[src/hdl/i2cm_pkg.sv]
`timescale 1ns / 1ps
// ---------------------------------------------------------------------------
// i2cm_pkg
// Shared types, phase codes and sizes for the I2C master byte-transfer core.
// ---------------------------------------------------------------------------
package i2cm_pkg;

  localparam int COUNT_BITS = 8;

  localparam logic [3:0] PH_IDLE      = 4'd0;
  localparam logic [3:0] PH_START     = 4'd1;
  localparam logic [3:0] PH_ADDR      = 4'd2;
  localparam logic [3:0] PH_ADDR_ACK  = 4'd3;
  localparam logic [3:0] PH_WDATA     = 4'd4;
  localparam logic [3:0] PH_WDATA_ACK = 4'd5;
  localparam logic [3:0] PH_RDATA     = 4'd6;
  localparam logic [3:0] PH_MACK      = 4'd7;
  localparam logic [3:0] PH_STOP      = 4'd8;

  localparam logic       CMD_BEGIN    = 1'b0;
  localparam logic       CMD_TICK     = 1'b1;

  localparam logic [7:0] NACK_BYTE    = 8'h80;
  localparam logic [7:0] ADDR_MASK    = 8'hFE;
  localparam logic [3:0] BITS_PER_BYTE = 4'd8;

  typedef struct packed {
    logic [3:0]            phase;
    logic [1:0]            step_in_bit;
    logic [3:0]            bit_index;
    logic [7:0]            shift_reg;
    logic [COUNT_BITS-1:0] bytes_left;
    logic                  is_read;
    logic                  scl_level;
    logic                  sda_level;
    logic                  failed;
  } i2cm_state_t;

  typedef struct packed {
    logic       scl_out;
    logic       sda_out;
    logic [7:0] rx_byte;
    logic       rx_valid;
    logic       tx_taken;
    logic       done_res;
    logic       success;
    logic       busy_res;
  } i2cm_result_t;

endpackage

[src/hdl/i2cm_step.sv]
`timescale 1ns / 1ps
// ---------------------------------------------------------------------------
// i2cm_step
// One pin step: next bus state and result beat from current state and item.
// ---------------------------------------------------------------------------
module i2cm_step import i2cm_pkg::*; (
  input  i2cm_state_t  cur,
  input  logic         cmd,
  input  logic [7:0]   target_addr,
  input  logic         read_not_write,
  input  logic [7:0]   byte_count,
  input  logic [7:0]   tx_byte,
  input  logic         sda_in,
  output i2cm_state_t  nxt,
  output i2cm_result_t res
);

  logic [COUNT_BITS-1:0] cnt_n;
  logic [COUNT_BITS-1:0] bl_dec;
  logic [7:0]            sh;
  logic [7:0]            rx_sh;
  logic [3:0]            bit_inc;

  assign cnt_n   = COUNT_BITS'(byte_count);
  assign bl_dec  = cur.bytes_left - COUNT_BITS'(1);
  assign bit_inc = cur.bit_index + 4'd1;
  assign rx_sh   = {cur.shift_reg[6:0], sda_in};
  // write data loads on the first step of each data byte
  assign sh = (cur.phase == PH_WDATA && cur.step_in_bit == 2'd0 && cur.bit_index == 4'd0)
              ? tx_byte : cur.shift_reg;

  always_comb begin
    nxt = cur;
    res = '0;
    if (cmd == CMD_BEGIN) begin
      if (cur.phase == PH_IDLE) begin
        if (read_not_write && cnt_n == '0) begin
          res.done_res = 1'b1;
        end else begin
          nxt.is_read     = read_not_write;
          nxt.bytes_left  = cnt_n;
          nxt.shift_reg   = (target_addr & ADDR_MASK) | {7'd0, read_not_write};
          nxt.failed      = 1'b0;
          nxt.phase       = PH_START;
          nxt.step_in_bit = 2'd0;
          nxt.bit_index   = 4'd0;
        end
      end
    end else begin
      unique case (cur.phase)
        PH_IDLE: ;
        PH_START: begin
          unique case (cur.step_in_bit)
            2'd0: begin nxt.scl_level = 1'b1; nxt.step_in_bit = 2'd1; end
            2'd1: begin nxt.sda_level = 1'b0; nxt.step_in_bit = 2'd2; end
            2'd2: begin nxt.scl_level = 1'b0; nxt.step_in_bit = 2'd3; end
            default: begin
              nxt.sda_level   = 1'b1;
              nxt.phase       = PH_ADDR;
              nxt.step_in_bit = 2'd0;
              nxt.bit_index   = 4'd0;
            end
          endcase
        end
        PH_ADDR, PH_WDATA, PH_MACK: begin
          if (sh != cur.shift_reg || cur.phase == PH_WDATA) begin
            nxt.shift_reg = sh;
          end
          res.tx_taken = (cur.phase == PH_WDATA && cur.step_in_bit == 2'd0 &&
                          cur.bit_index == 4'd0);
          unique case (cur.step_in_bit)
            2'd0: begin nxt.sda_level = sh[7]; nxt.step_in_bit = 2'd1; end
            2'd1: begin nxt.scl_level = 1'b1;  nxt.step_in_bit = 2'd2; end
            2'd2: begin nxt.scl_level = 1'b0;  nxt.step_in_bit = 2'd3; end
            default: begin
              nxt.sda_level   = 1'b1;
              nxt.shift_reg   = {sh[6:0], 1'b0};
              nxt.step_in_bit = 2'd0;
              if (cur.phase == PH_MACK) begin
                nxt.bytes_left = bl_dec;
                nxt.phase      = (bl_dec == '0) ? PH_STOP : PH_RDATA;
                nxt.bit_index  = 4'd0;
              end else if (bit_inc >= BITS_PER_BYTE) begin
                nxt.phase     = (cur.phase == PH_ADDR) ? PH_ADDR_ACK : PH_WDATA_ACK;
                nxt.bit_index = 4'd0;
              end else begin
                nxt.bit_index = bit_inc;
              end
            end
          endcase
        end
        PH_ADDR_ACK, PH_WDATA_ACK: begin
          if (cur.step_in_bit == 2'd0) begin
            nxt.scl_level   = 1'b1;
            nxt.step_in_bit = 2'd1;
          end else begin
            nxt.scl_level   = 1'b0;
            nxt.step_in_bit = 2'd0;
            nxt.bit_index   = 4'd0;
            if (sda_in) begin
              nxt.failed = 1'b1;
              nxt.phase  = PH_STOP;
            end else if (cur.phase == PH_ADDR_ACK) begin
              if (cur.is_read) nxt.phase = PH_RDATA;
              else nxt.phase = (cur.bytes_left == '0) ? PH_STOP : PH_WDATA;
            end else begin
              nxt.bytes_left = bl_dec;
              nxt.phase      = (bl_dec == '0) ? PH_STOP : PH_WDATA;
            end
          end
        end
        PH_RDATA: begin
          if (cur.step_in_bit == 2'd0) begin
            nxt.scl_level   = 1'b1;
            nxt.step_in_bit = 2'd1;
          end else begin
            nxt.scl_level   = 1'b0;
            nxt.step_in_bit = 2'd0;
            if (bit_inc >= BITS_PER_BYTE) begin
              res.rx_byte   = rx_sh;
              res.rx_valid  = 1'b1;
              // MSB carries the master ACK level: NACK on the last byte
              nxt.shift_reg = (cur.bytes_left == COUNT_BITS'(1)) ? NACK_BYTE : 8'd0;
              nxt.phase     = PH_MACK;
              nxt.bit_index = 4'd0;
            end else begin
              nxt.shift_reg = rx_sh;
              nxt.bit_index = bit_inc;
            end
          end
        end
        PH_STOP: begin
          unique case (cur.step_in_bit)
            2'd0: begin nxt.sda_level = 1'b0; nxt.step_in_bit = 2'd1; end
            2'd1: begin nxt.scl_level = 1'b1; nxt.step_in_bit = 2'd2; end
            default: begin
              nxt.sda_level   = 1'b1;
              res.done_res    = 1'b1;
              res.success     = ~cur.failed;
              nxt.failed      = 1'b0;
              nxt.phase       = PH_IDLE;
              nxt.step_in_bit = 2'd0;
              nxt.bit_index   = 4'd0;
            end
          endcase
        end
        default: nxt.phase = PH_IDLE;
      endcase
    end
    res.scl_out  = nxt.scl_level;
    res.sda_out  = nxt.sda_level;
    res.busy_res = (nxt.phase != PH_IDLE);
  end

endmodule

[src/hdl/i2c_master_byte_transfer_core.sv]
`timescale 1ns / 1ps
// A result beat appears in the cycle after its item is accepted.
// Throughput: one item per cycle; the input is taken whenever the result
// register is empty or is being drained in the same cycle.
// Reset (rst_n low, synchronous): bus state idle, SCL and SDA released,
// counters cleared, no result beat pending.
// ---------------------------------------------------------------------------
// i2c_master_byte_transfer_core
// Bit-banged I2C master: each tick beat advances the pin sequence one step.
// ---------------------------------------------------------------------------
module i2c_master_byte_transfer_core import i2cm_pkg::*; (
  input  logic       clk,
  input  logic       rst_n,
  input  logic       in_valid,
  output logic       in_ready,
  input  logic       in_cmd,
  input  logic [7:0] in_target_addr,
  input  logic       in_read_not_write,
  input  logic [7:0] in_byte_count,
  input  logic [7:0] in_tx_byte,
  input  logic       in_sda_in,
  output logic       out_valid,
  input  logic       out_ready,
  output logic       out_scl_out,
  output logic       out_sda_out,
  output logic [7:0] out_rx_byte,
  output logic       out_rx_valid,
  output logic       out_tx_taken,
  output logic       out_done_res,
  output logic       out_success,
  output logic       out_busy_res
);

  // Bus state register: the sequencer's only memory.
  i2cm_state_t  state_r, state_nxt;
  // Result register: holds one beat until the consumer takes it.
  i2cm_result_t res_r, res_nxt;
  logic         out_valid_r;
  logic         in_fire;

  // The result register frees up in the same cycle it drains, so an item
  // can enter every cycle as long as the consumer keeps up.
  assign in_ready = ~out_valid_r | out_ready;
  assign in_fire  = in_valid & in_ready;

  i2cm_step u_step (
    .cur            (state_r),
    .cmd            (in_cmd),
    .target_addr    (in_target_addr),
    .read_not_write (in_read_not_write),
    .byte_count     (in_byte_count),
    .tx_byte        (in_tx_byte),
    .sda_in         (in_sda_in),
    .nxt            (state_nxt),
    .res            (res_nxt)
  );

  always_ff @(posedge clk) begin
    if (!rst_n) begin
      state_r.phase       <= PH_IDLE;
      state_r.step_in_bit <= 2'd0;
      state_r.bit_index   <= 4'd0;
      state_r.shift_reg   <= 8'd0;
      state_r.bytes_left  <= '0;
      state_r.is_read     <= 1'b0;
      state_r.scl_level   <= 1'b1;
      state_r.sda_level   <= 1'b1;
      state_r.failed      <= 1'b0;
    end else if (in_fire) begin
      state_r <= state_nxt;
    end
  end

  always_ff @(posedge clk) begin
    if (!rst_n) begin
      out_valid_r <= 1'b0;
    end else if (in_fire) begin
      out_valid_r <= 1'b1;
    end else if (out_ready) begin
      out_valid_r <= 1'b0;
    end
  end

  // payload needs no reset; out_valid_r qualifies it
  always_ff @(posedge clk) begin
    if (in_fire) begin
      res_r <= res_nxt;
    end
  end

  assign out_valid    = out_valid_r;
  assign out_scl_out  = res_r.scl_out;
  assign out_sda_out  = res_r.sda_out;
  assign out_rx_byte  = res_r.rx_byte;
  assign out_rx_valid = res_r.rx_valid;
  assign out_tx_taken = res_r.tx_taken;
  assign out_done_res = res_r.done_res;
  assign out_success  = res_r.success;
  assign out_busy_res = res_r.busy_res;

  // Every accepted item leaves a beat in the result register.
  a_fire_beat: assert property (@(posedge clk) disable iff (!rst_n)
    in_fire |=> out_valid_r)
    else $error("accepted item produced no result beat");

  // A finished transaction leaves the bus idle.
  a_done_idle: assert property (@(posedge clk) disable iff (!rst_n)
    (in_fire && res_nxt.done_res) |=> (state_r.phase == PH_IDLE))
    else $error("done reported while a transaction continues");

  // Success only ever comes with done.
  a_success_done: assert property (@(posedge clk) disable iff (!rst_n)
    (out_valid_r && res_r.success) |-> res_r.done_res)
    else $error("success without done");

  // A received byte is always followed by the master ACK step.
  a_rx_mack: assert property (@(posedge clk) disable iff (!rst_n)
    (in_fire && res_nxt.rx_valid) |=> (state_r.phase == PH_MACK))
    else $error("received byte not followed by master ACK");

  // Idle bus keeps both lines released.
  a_idle_released: assert property (@(posedge clk) disable iff (!rst_n)
    (state_r.phase == PH_IDLE) |-> (state_r.scl_level && state_r.sda_level))
    else $error("lines driven while idle");

endmodule

[config.mk]
export PLATFORM = sky130hd
export DESIGN_NAME = i2c_master_byte_transfer_core
export DESIGN_NICKNAME = d
export VERILOG_FILES = /design/src/hdl/i2cm_pkg.sv /design/src/hdl/i2cm_step.sv /design/src/hdl/i2c_master_byte_transfer_core.sv
export SDC_FILE = /design/constraint.sdc
export NUM_CORES = 1
export LEC_CHECK = 0
export BUFFER_PORTS_ARGS = -buffer_cell sky130_fd_sc_hd__buf_2
export CORE_MARGIN = 10
export CORE_UTILIZATION = 30
export DETAILED_ROUTE_END_ITERATION = 8
export PLACE_DENSITY_LB_ADDON = 0.15
export SETUP_SLACK_MARGIN = 0.4
export SYNTH_ARGS = -nofsm -noshare
export SYNTH_HDL_FRONTEND = slang
export SYNTH_HIERARCHICAL = 1
export SYNTH_SLANG_ARGS = --single-unit
[constraint.sdc]
create_clock -name clk -period 7.1 [get_ports clk]
set_clock_uncertainty 0.1 [all_clocks]
set_input_delay 1.42 -clock clk [delete_from_list [all_inputs] [get_ports clk]]
set_output_delay 1.42 -clock clk [all_outputs]
set_load 0.01 [all_outputs]
==> flow_metrics.py, run 1 <==
metrics = {
    "critical_path": {
        "arrival_ns": 3.77,
        "worstPathMaxFanout": 31,
        "startpoint": "in_cmd",
        "r2r-start": "state_r[24]",
        "cp-start-kind": "input pin",
        "crit_path_end_kind": "flip-flop",
        "cp_data_required_time_ns": 7.01,
        "critPathKind": "in -> reg",
        "r2r_cells": 8,
        "r2r_setup_slack_ns": 3.93,
        "timing.rr.end": "out_busy_res",
        "crit_end": "out_busy_res",
    },
    "detailed_routing": {
        "drt-total-wl_mm": 11.0,
        "wl_per_cell_um": 16.8,
        "first_iter_violations": 312,
        "first_pass_iters": 5,
        "vias": 3502,
        "detail_route.drc_violations": 0,
        "drtAntennaViolNets": 0,
        "viasPerCell": 5.35,
    },
    "global_route": {
        "grt_max_degree": 60,
        "grt_pass1_wl_mm": 17.9,
        "antenna_found_initial": 0,
        "grt_usage_pct": 12.2,
        "grt_overflow": 0,
        "grt_pass1_vias": 3236,
    },
    "clock_network": {
        "clk_pin_slew_ns": 0.07,
        "cts_sinks": 46,
        "clk_latency_ns": 0.29,
        "cts_max_level": 2,
        "cts-root-buf": "clkbuf_16",
        "cts_made_buffers": 5,
        "clk_path_buf_depth": 2,
        "cts_hold_buf": 0,
        "cts-resized-gates": 0,
        "post-cts-setup-buffers": 0,
        "cts_tree": "yes",
    },
    "finish": {
        "fin_nets": 527,
        "area_growth_pct": 10.8,
        "n_antenna_cell": 0,
        "fillerInstances": 1309,
        "drive_gt1_share_pct": 15.2,
    },
    "timing": {
        "max_freq_mhz": 259,
        "worst_pin_slew_ns": 1.06,
        "post-route-period-util_pct": 54.4,
        "finalHoldViolations": 0,
        "period_minus_slack_ns": 3.86,
        "drv_slew": 0,
        "slew_headroom_pct": 29.6,
        "setup_tns_ns": 0,
        "rsz0062_at_grt": "no",
        "setup_viol": 0,
        "hold_slack_ns": 0.387,
    },
    "yosys": {
        "syn_avg_cell_area_um2": 8.09,
        "synth_edf_count": 15,
        "synth_common_cells": "nand2_1 (87), mux2i_1 (35), dfxtp_1 (31), nor2_1 (26)",
        "synth_warnings": 6,
        "ys_top_cells_by_area": "dfxtp_1 (16%), edfxtp_1 (12%), mux2i_1 (9.3%)",
        "synth_ff_type": "dfxtp_1",
        "async_reset_ff_share_pct": 0,
        "yosysMostFrequentCell": "nand2_1",
        "yosys_register_bits": 46,
        "ys_seq_area_share_pct": 28.4,
        "yosysTopAreaCellShare_pct": 16.5,
        "yosysTopAreaCell": "dfxtp_1",
        "syn-num-nets": 508,
        "synthDistinctLibCells": 78,
        "syn_inst": 466,
        "syn_area_um2": 3770,
    },
    "pwr": {
        "power_density_nw_per_um2": 167,
        "power.leakage_uw": 0.00157,
        "p_clk_share_pct": 39.0,
        "switchingPower_uw": 198,
        "power_frac_comb_pct": 17.8,
        "switching_share_pct": 28.3,
        "ir_worst_vdd_v": 0.0000758,
        "pwr-share-seq_pct": 43.3,
        "p_int_uw": 501,
    },
    "placement": {
        "io_buffers": 46,
        "place.gp.congestion": 0.832,
        "dp_hpwl_mm": 7.70,
    },
    "outcome": {
        "outcome": "finished clean",
    },
    "worst_hold_path": {
        "min_path_cells": 2,
        "hp-class": "reg -> reg",
    },
    "floorplan": {
        "fp.dieW_um": 132,
        "initial_core_util_pct": 31.0,
        "core_area_um2": 12200,
        "die-area_um2": 17500,
        "die_h_um": 132,
        "num_rows": 40,
        "io_pins": 48,
    },
    "run": {
        "drv_cap": 0,
    },
}
## power by group through the flow
stage	registers (µW)	clock network [µW]	logic, µW
after global placement	308	0	124
after CTS	302	282	126
final	302	272	124
after detailed placement	308	0	125
after floorplan	303	0	96.6
after global routing	305	293	140
## logic make-up (layout without fill, tap and decap cells)
kind of cell    after synthesis  after routing  synth area share, %
compound gates              117            117                 21.5
xor+xnor                     12             12                 3.15
fa+ha+maj                    11             11                 3.65
buf+inv                      50             70                 6.94
flops                        46             46                 28.4
mux                          39             39                 10.5
simple gates                191            191                 25.9
## final cells by class
type,instances,area (µm²),area share (%)
multi-input combinational,370,2440,58.3
sequential,46,1070,25.6
timing repair buffer,46,230,5.51
tap,168,210,5.03
clock buffer,5,125,2.99
inverter,16,60.1,1.44
clock inverter,3,43.8,1.05
## flip-flops by register name, indices dropped and copies added (netlist names)
| register | flops |
|---|---|
| out_sda_out | 1 |
| out_tx_taken | 1 |
| out_done_res | 1 |
| state_r | 30 |
| out_valid | 1 |
| out_success | 1 |
| out_busy_res | 1 |
| out_rx_byte | 8 |
| out_rx_valid | 1 |
| out_scl_out | 1 |
## routing by layer
layer	GRT usage, %	part of all wire, %	up-vias
met3	2.40	4.9	2
met5	0	0	-
met1	16.8	49	1685
met2	19.3	46	96
met4	2.16	0.33	0
li1	-	-	1719
## worst min path at each step
stage,start,endpoint,slack [ns]
2_1_floorplan,state_r[6],state_r[6],0.34
3_3_place_gp,state_r[0],state_r[0],0.36
3_5_place_dp,state_r[0],state_r[0],0.37
4_1_cts,state_r[0],state_r[0],0.39
5_1_grt,state_r[0],state_r[0],0.42
6_report,state_r[0],state_r[0],0.39
## metrics by stage
stage	util, %	instances	setup slack, ns	total power, µW	cell area (µm²)
after floorplan	-	466	3.87	400	3770
after global placement	33.0	646	2.98	431	4010
after detailed placement	33.0	646	2.98	433	4010
after CTS	34.4	654	3.28	709	4180
after global routing	34.4	654	3.07	738	4180
final	34.4	654	3.24	699	4180
## cell usage in the layout (no fill, tap or decap), types with 3 or more instances in the layout
cell        n
nand2_1    87
buf_2      46
mux2i_1    35
dfxtp_1    31
nor2_1     26
o21ai_0    24
a21oi_1    24
inv_1      16
edfxtp_1   15
and2_1     13
nand3_1    11
ha_1       11
nor3_1     10
xnor2_1     7
a22oi_1     6
clkbuf_16   5
nand2b_1    5
nor4_1      5
o2bb2ai_1   5
a221o_1     5
mux2_2      4
a31oi_1     4
a211oi_1    4
xor2_1      4
o211ai_1    3
or2_2       3
nor3b_1     3
o41ai_1     3
and3_1      3
a2111oi_0   3
nor2b_1     3
a22o_1      3
o22ai_1     3
o31ai_1     3
## worst max-delay path, cell delays in order
cell     delay, ns
buf_2         0.29
inv_1         0.55
a21oi_1       0.18
and3_1        0.37
o21a_1        0.26
nor3_1        0.16
or4b_1        0.51
Power figures use the tool's default switching activity.
==> run 2, diff against run 1 <==
==> constraint.sdc (replaced) <==
create_clock -name clk -period 3.5 [get_ports clk]
set_clock_uncertainty 0.1 [all_clocks]
set_input_delay 0.7 -clock clk [delete_from_list [all_inputs] [get_ports clk]]
set_output_delay 0.7 -clock clk [all_outputs]
set_load 0.01 [all_outputs]
==> flow_metrics.py, run 2 (synthesis results as in run 1) <==
metrics = {
    "critical_path": {
        "worstPathMaxFanout": 10,
        "r2r_setup_slack_ns": 0.54,
        "cpPeakStageDelay_ns": 0.56,
        "r2r_cells": 8,
        "timing.rr.end": "out_busy_res",
        "critPathKind": "reg -> reg",
        "crit_cells": 8,
        "path_cells": "inv_1 -> ha_1 -> nand3b_1 -> o21ai_2 -> a22oi_2 -> nor4_1 -> o32a_1 -> or4b_1",
        "crit_end": "out_busy_res",
        "critPathSlowestCell": "or4b_1",
        "arrival_ns": 2.88,
        "crit_path_end_kind": "flip-flop",
        "cp_data_required_time_ns": 3.42,
        "startpoint": "state_r[4]",
        "cpLargestDelayFamily": "simple AND/OR/NAND/NOR gates",
        "r2r-start": "state_r[4]",
        "cp-start-kind": "flip-flop",
        "crit_buf_inv": 1,
    },
    "global_route": {
        "antenna_found_initial": 0,
        "grt_pass1_vias": 3313,
        "grt_pass1_wl_mm": 17.8,
        "grt_usage_pct": 12.1,
        "grt_overflow": 0,
        "grt_max_degree": 60,
    },
    "pwr": {
        "ir_worst_vdd_v": 0.000168,
        "power.leakage_uw": 0.00162,
        "power_density_nw_per_um2": 322,
    },
    "floorplan": {
        "fp.dieW_um": 132,
        "initial_core_util_pct": 31.0,
        "io_pins": 48,
        "core_area_um2": 12200,
        "die_h_um": 132,
        "die-area_um2": 17500,
        "num_rows": 40,
    },
    "timing": {
        "worst_pin_slew_ns": 1.05,
        "max_freq_mhz": 337,
        "finalHoldViolations": 0,
        "slew_headroom_pct": 30.0,
        "setup_tns_ns": 0,
        "rsz0062_at_grt": "no",
        "period_minus_slack_ns": 2.96,
        "hold_slack_ns": 0.397,
        "post-route-period-util_pct": 84.7,
        "drv_slew": 0,
        "setup_viol": 0,
    },
    "detailed_routing": {
        "detail_route.drc_violations": 0,
        "first_pass_iters": 4,
        "drtAntennaViolNets": 0,
        "first_iter_violations": 253,
        "vias": 3476,
        "viasPerCell": 5.23,
        "wl_per_cell_um": 16.5,
        "drt-total-wl_mm": 11.0,
    },
    "clock_network": {
        "clk_pin_slew_ns": 0.07,
        "clk_latency_ns": 0.29,
        "clk_path_buf_depth": 2,
        "cts_made_buffers": 5,
        "cts_max_level": 2,
        "cts-root-buf": "clkbuf_16",
        "cts_tree": "yes",
        "cts_sinks": 46,
    },
    "outcome": {
        "outcome": "finished clean",
    },
    "worst_hold_path": {
        "min-delay-start": "state_r[0]",
        "hp-class": "reg -> reg",
    },
    "finish": {
        "final_cell_area_um2": 4260,
        "fin_nets": 538,
        "final_cell_mix": "nand2_1 (87), buf_2 (46), mux2i_1 (35)",
        "largest-register": "state_r",
        "drive_gt1_share_pct": 17.5,
        "largest_reg_flops": 30,
        "n_antenna_cell": 0,
        "layout_commonest_cell": "nand2_1",
        "multi_input_area_um2": 2460,
        "fillerInstances": 1308,
        "regArea_um2": 1070,
        "area_growth_pct": 13.0,
    },
    "placement": {
        "dp_hpwl_mm": 7.85,
        "place.gp.congestion": 0.835,
        "io_buffers": 46,
        "placed_area_um2": 4090,
    },
    "run": {
        "drv_cap": 0,
    },
}
## run 2: routing by layer
| layer | GRT usage, % | vias up | routed length (µm) |
|---|---|---|---|
| li1 | - | 1751 | - |
| met1 | 16.5 | 1643 | 5500 |
| met2 | 18.6 | 76 | 4910 |
| met3 | 2.48 | 6 | 460 |
| met4 | 3.71 | 0 | 81 |
| met5 | 0 | - | 0 |
## run 2: final cells by class
class                   count  area share (%)
multi-input cells         370            57.7
flip-flops and latches     46            25.1
repair buffers             57            7.34
well taps                 168            4.93
clock buffers               5            2.94
inverters                  16            1.41
clock inverters             3           0.587
## run 2: power breakdown
group,switching [µW],internal [µW]
clock network,228,269
registers,33.8,578
logic,155,108
total,417,954
## run 2: through the flow
stage | instances | worst slack (ns) | power [µW] | utilization [%]
floorplan | 466 | 0.876 | 811 | -
global placement | 657 | 0.482 | 883 | 33.6
detailed placement | 657 | 0.503 | 884 | 33.6
CTS | 665 | 0.485 | 1390 | 34.9
global route | 665 | 0.389 | 1440 | 35.0
finish | 665 | 0.536 | 1370 | 35.0
## run 2: what timing repair did
action	4_1_cts	5_1_grt
setup buffers	0	0
hold buffers	0	0
gates resized for setup	0	3
hold endpoints to repair	0	0
endpoints found under the setup margin	0	2
## run 2: worst min-delay path, cell delays in order (launching register included)
cell	delay (ns)
dfxtp_1	0.33
nand2_1	0.07
mux2i_1	0.05
## run 2: worst min path at each step
stage                       to  slack, ns  depth (start not counted)
floorplan           state_r[6]       0.34                          2
global route        state_r[0]       0.41                          2
finish              state_r[0]       0.40                          2
CTS                 state_r[0]       0.40                          2
global placement    state_r[0]       0.37                          2
detailed placement  state_r[0]       0.38                          2
==> run 3, diff against run 2 <==
--- a/config.mk
+++ b/config.mk
@@ -5,6 +5,7 @@
 export SDC_FILE = /design/constraint.sdc
 export NUM_CORES = 1
 export LEC_CHECK = 0
+export ABC_AREA = 1
 export BUFFER_PORTS_ARGS = -buffer_cell sky130_fd_sc_hd__buf_2
 export CORE_MARGIN = 10
 export CORE_UTILIZATION = 30
==> constraint.sdc (replaced) <==
create_clock -name clk -period 3.1 [get_ports clk]
set_clock_uncertainty 0.1 [all_clocks]
set_input_delay 0.62 -clock clk [delete_from_list [all_inputs] [get_ports clk]]
set_output_delay 0.62 -clock clk [all_outputs]
set_load 0.01 [all_outputs]
==> flow_metrics.py, run 3 <==
metrics = {
    "floorplan": {
        "die-area_um2": 17900,
        "die_h_um": 134,
        "initial_core_util_pct": 30.7,
        "num_rows": 41,
        "fp.dieW_um": 134,
        "io_pins": 48,
        "core_area_um2": 12600,
    },
    "pwr": {
        "power.leakage_uw": 0.00213,
        "power_frac_comb_pct": 30.6,
        "power_density_nw_per_um2": 424,
        "pwr-share-seq_pct": 39.4,
        "switching_share_pct": 36.2,
        "ir_worst_vdd_v": 0.000187,
        "switchingPower_uw": 668,
        "p_clk_share_pct": 30.0,
        "p_int_uw": 1180,
    },
    "finish": {
        "drive_gt1_share_pct": 14.4,
        "layout_commonest_cell": "nand2_1",
        "fin_nets": 686,
        "area_growth_pct": 12.3,
        "fin_cells": 817,
        "final_cell_mix": "nand2_1 (139), inv_1 (96), nor2_1 (76)",
        "n_antenna_cell": 0,
        "largest-register": "state_r",
        "largest_reg_flops": 30,
    },
    "global_route": {
        "grt_pass1_vias": 3770,
        "grt_usage_pct": 12.7,
        "grt_overflow": 0,
        "grt_pass1_wl_mm": 18.9,
        "antenna_found_initial": 0,
        "grt_max_degree": 59,
    },
    "outcome": {
        "outcome": "finished clean",
    },
    "run": {
        "drv_cap": 0,
    },
    "worst_hold_path": {
        "hold_end": "state_r[2]",
        "min_path_cells": 2,
        "min-delay-start": "state_r[2]",
        "hp-class": "reg -> reg",
    },
    "critical_path": {
        "r2r_cells": 13,
        "critPathKind": "reg -> reg",
        "cp_data_required_time_ns": 3.24,
        "r2r-start": "state_r[25]",
        "worstPathMaxFanout": 14,
        "arrival_ns": 2.55,
        "r2r_setup_slack_ns": 0.68,
        "crit_path_end_kind": "flip-flop",
        "timing.rr.end": "state_r[8]",
        "cp-start-kind": "flip-flop",
    },
    "timing": {
        "worst_pin_slew_ns": 0.683,
        "period_minus_slack_ns": 2.42,
        "finalHoldViolations": 0,
        "setup_tns_ns": 0,
        "max_freq_mhz": 414,
        "rsz0062_at_grt": "yes",
        "setup_viol": 0,
        "post-route-period-util_pct": 78.0,
        "slew_headroom_pct": 54.4,
        "drv_slew": 0,
        "hold_slack_ns": 0.400,
    },
    "yosys": {
        "synth_warnings": 6,
        "async_reset_ff_share_pct": 0,
        "yosysMostFrequentCell": "nand2_1",
        "syn-num-nets": 656,
        "syn_avg_cell_area_um2": 6.32,
        "synth_common_cells": "nand2_1 (139), inv_1 (96), nor2_1 (77), nand3_1 (57), a21oi_1 (44)",
        "yosysTopAreaCell": "dfxtp_1",
        "ys_seq_area_share_pct": 27.6,
        "synthDistinctLibCells": 43,
        "ys_top_cells_by_area": "dfxtp_1 (16%), nand2_1 (13%), edfxtp_1 (12%)",
        "yosysTopAreaCellShare_pct": 16.0,
        "syn_area_um2": 3880,
        "synth_ff_type": "dfxtp_1",
        "yosys_register_bits": 46,
        "synth_edf_count": 15,
        "syn_inst": 614,
    },
    "clock_network": {
        "cts_max_level": 2,
        "cts_sinks": 46,
        "cts-root-buf": "clkbuf_16",
        "cts_made_buffers": 5,
        "cts_hold_buf": 0,
        "clk_path_buf_depth": 2,
        "cts_tree": "yes",
        "clk_pin_slew_ns": 0.07,
        "clk_latency_ns": 0.30,
    },
    "detailed_routing": {
        "wl_met1_mm": 5.64,
        "viasPerCell": 4.78,
        "detail_route.drc_violations": 0,
        "wl_per_cell_um": 13.9,
        "first_iter_violations": 263,
        "first_pass_iters": 5,
        "route.met3.wl_um": 437,
        "drtAntennaViolNets": 0,
        "wl_met2_mm": 5.16,
        "drt-total-wl_mm": 11.4,
        "dr.max_layer_used": "met4",
        "vias": 3909,
    },
    "placement": {
        "dp_hpwl_mm": 8.52,
        "io_buffers": 46,
        "dpl.cell_count": 809,
        "place.gp.congestion": 0.894,
    },
}
[run 3: changes by cell type after synthesis, sizes merged, moves of 8 or more]
cell	change
a21oi	+31
and2	-14
clkbuf	-8
inv	+80
mux2i	-35
nand2	+57
nand3	+49
nor2	+55
[run 3: cell type report]
class                   instances  area [µm²]
fillers                      1424        8270
multi-input cells             440        2260
flip-flops and latches         46        1070
inverters                      97         364
repair buffers                 54         290
well taps                     172         215
clock buffers                   5         125
clock inverters                 3        23.8
[run 3: worst max-delay path: stages, from the launching register on]
cell and delay [ns]:
dfxtp_1 0.40, inv_1 0.13, ha_1 0.22, buf_4 0.17, nor2_1 0.18, nand2_1 0.12
o21a_4 0.27, o21ai_0 0.17, a21oi_1 0.06, a221oi_1 0.22, inv_1 0.07, nand3_1 0.08
nand2_1 0.07, nor2_1 0.10
[run 3: logic make-up after synthesis]
family,after synthesis,share of synthesized area (%)
adders and majority gates,11,3.55
buffers and inverters,128,14.8
AOI/OAI and AO/OA,123,19.8
xor gates and xnor gates,2,0.452
and+or+nand+nor,304,33.8
DFF,46,27.6
[run 3: power groups by stage]
stage	combinational (µW)	clock (µW)	sequential, µW
final	565	553	727
after CTS	559	575	726
after global routing	652	592	735
after global placement	554	0	739
after detailed placement	557	0	739
after floorplan	431	0	732
[run 3: how the worst max path moves through the flow]
stage,slack [ns],endpoint,startpoint
3_3_place_gp,0.40,state_r[12],in_byte_count[6]
6_report,0.68,state_r[8],state_r[25]
5_1_grt,0.36,state_r[9],state_r[25]
3_5_place_dp,0.40,state_r[12],in_byte_count[6]
4_1_cts,0.53,out_busy_res,state_r[28]
2_1_floorplan,0.86,state_r[11],state_r[24]
[run 3: per-layer routing]
| metal | vias up | GRT usage, % |
|---|---|---|
| met5 | - | 0 |
| met4 | 0 | 3.26 |
| met3 | 10 | 2.14 |
| met2 | 68 | 20.4 |
| met1 | 1769 | 17.1 |
| li1 | 2062 | - |
[run 3: metrics by stage]
step	util [%]	area, µm²	total power, µW	worst slack, ns
after global placement	33.1	4180	1290	0.401
after detailed placement	33.1	4180	1300	0.398
final	34.5	4350	1850	0.683
after floorplan	-	3880	1160	0.861
after CTS	34.3	4320	1860	0.534
after global routing	34.5	4350	1980	0.357
[run 3: repair_timing]
item	CTS	global route
endpoints found under the setup margin	0	16
resized for setup	0	8
buffers inserted	0	0
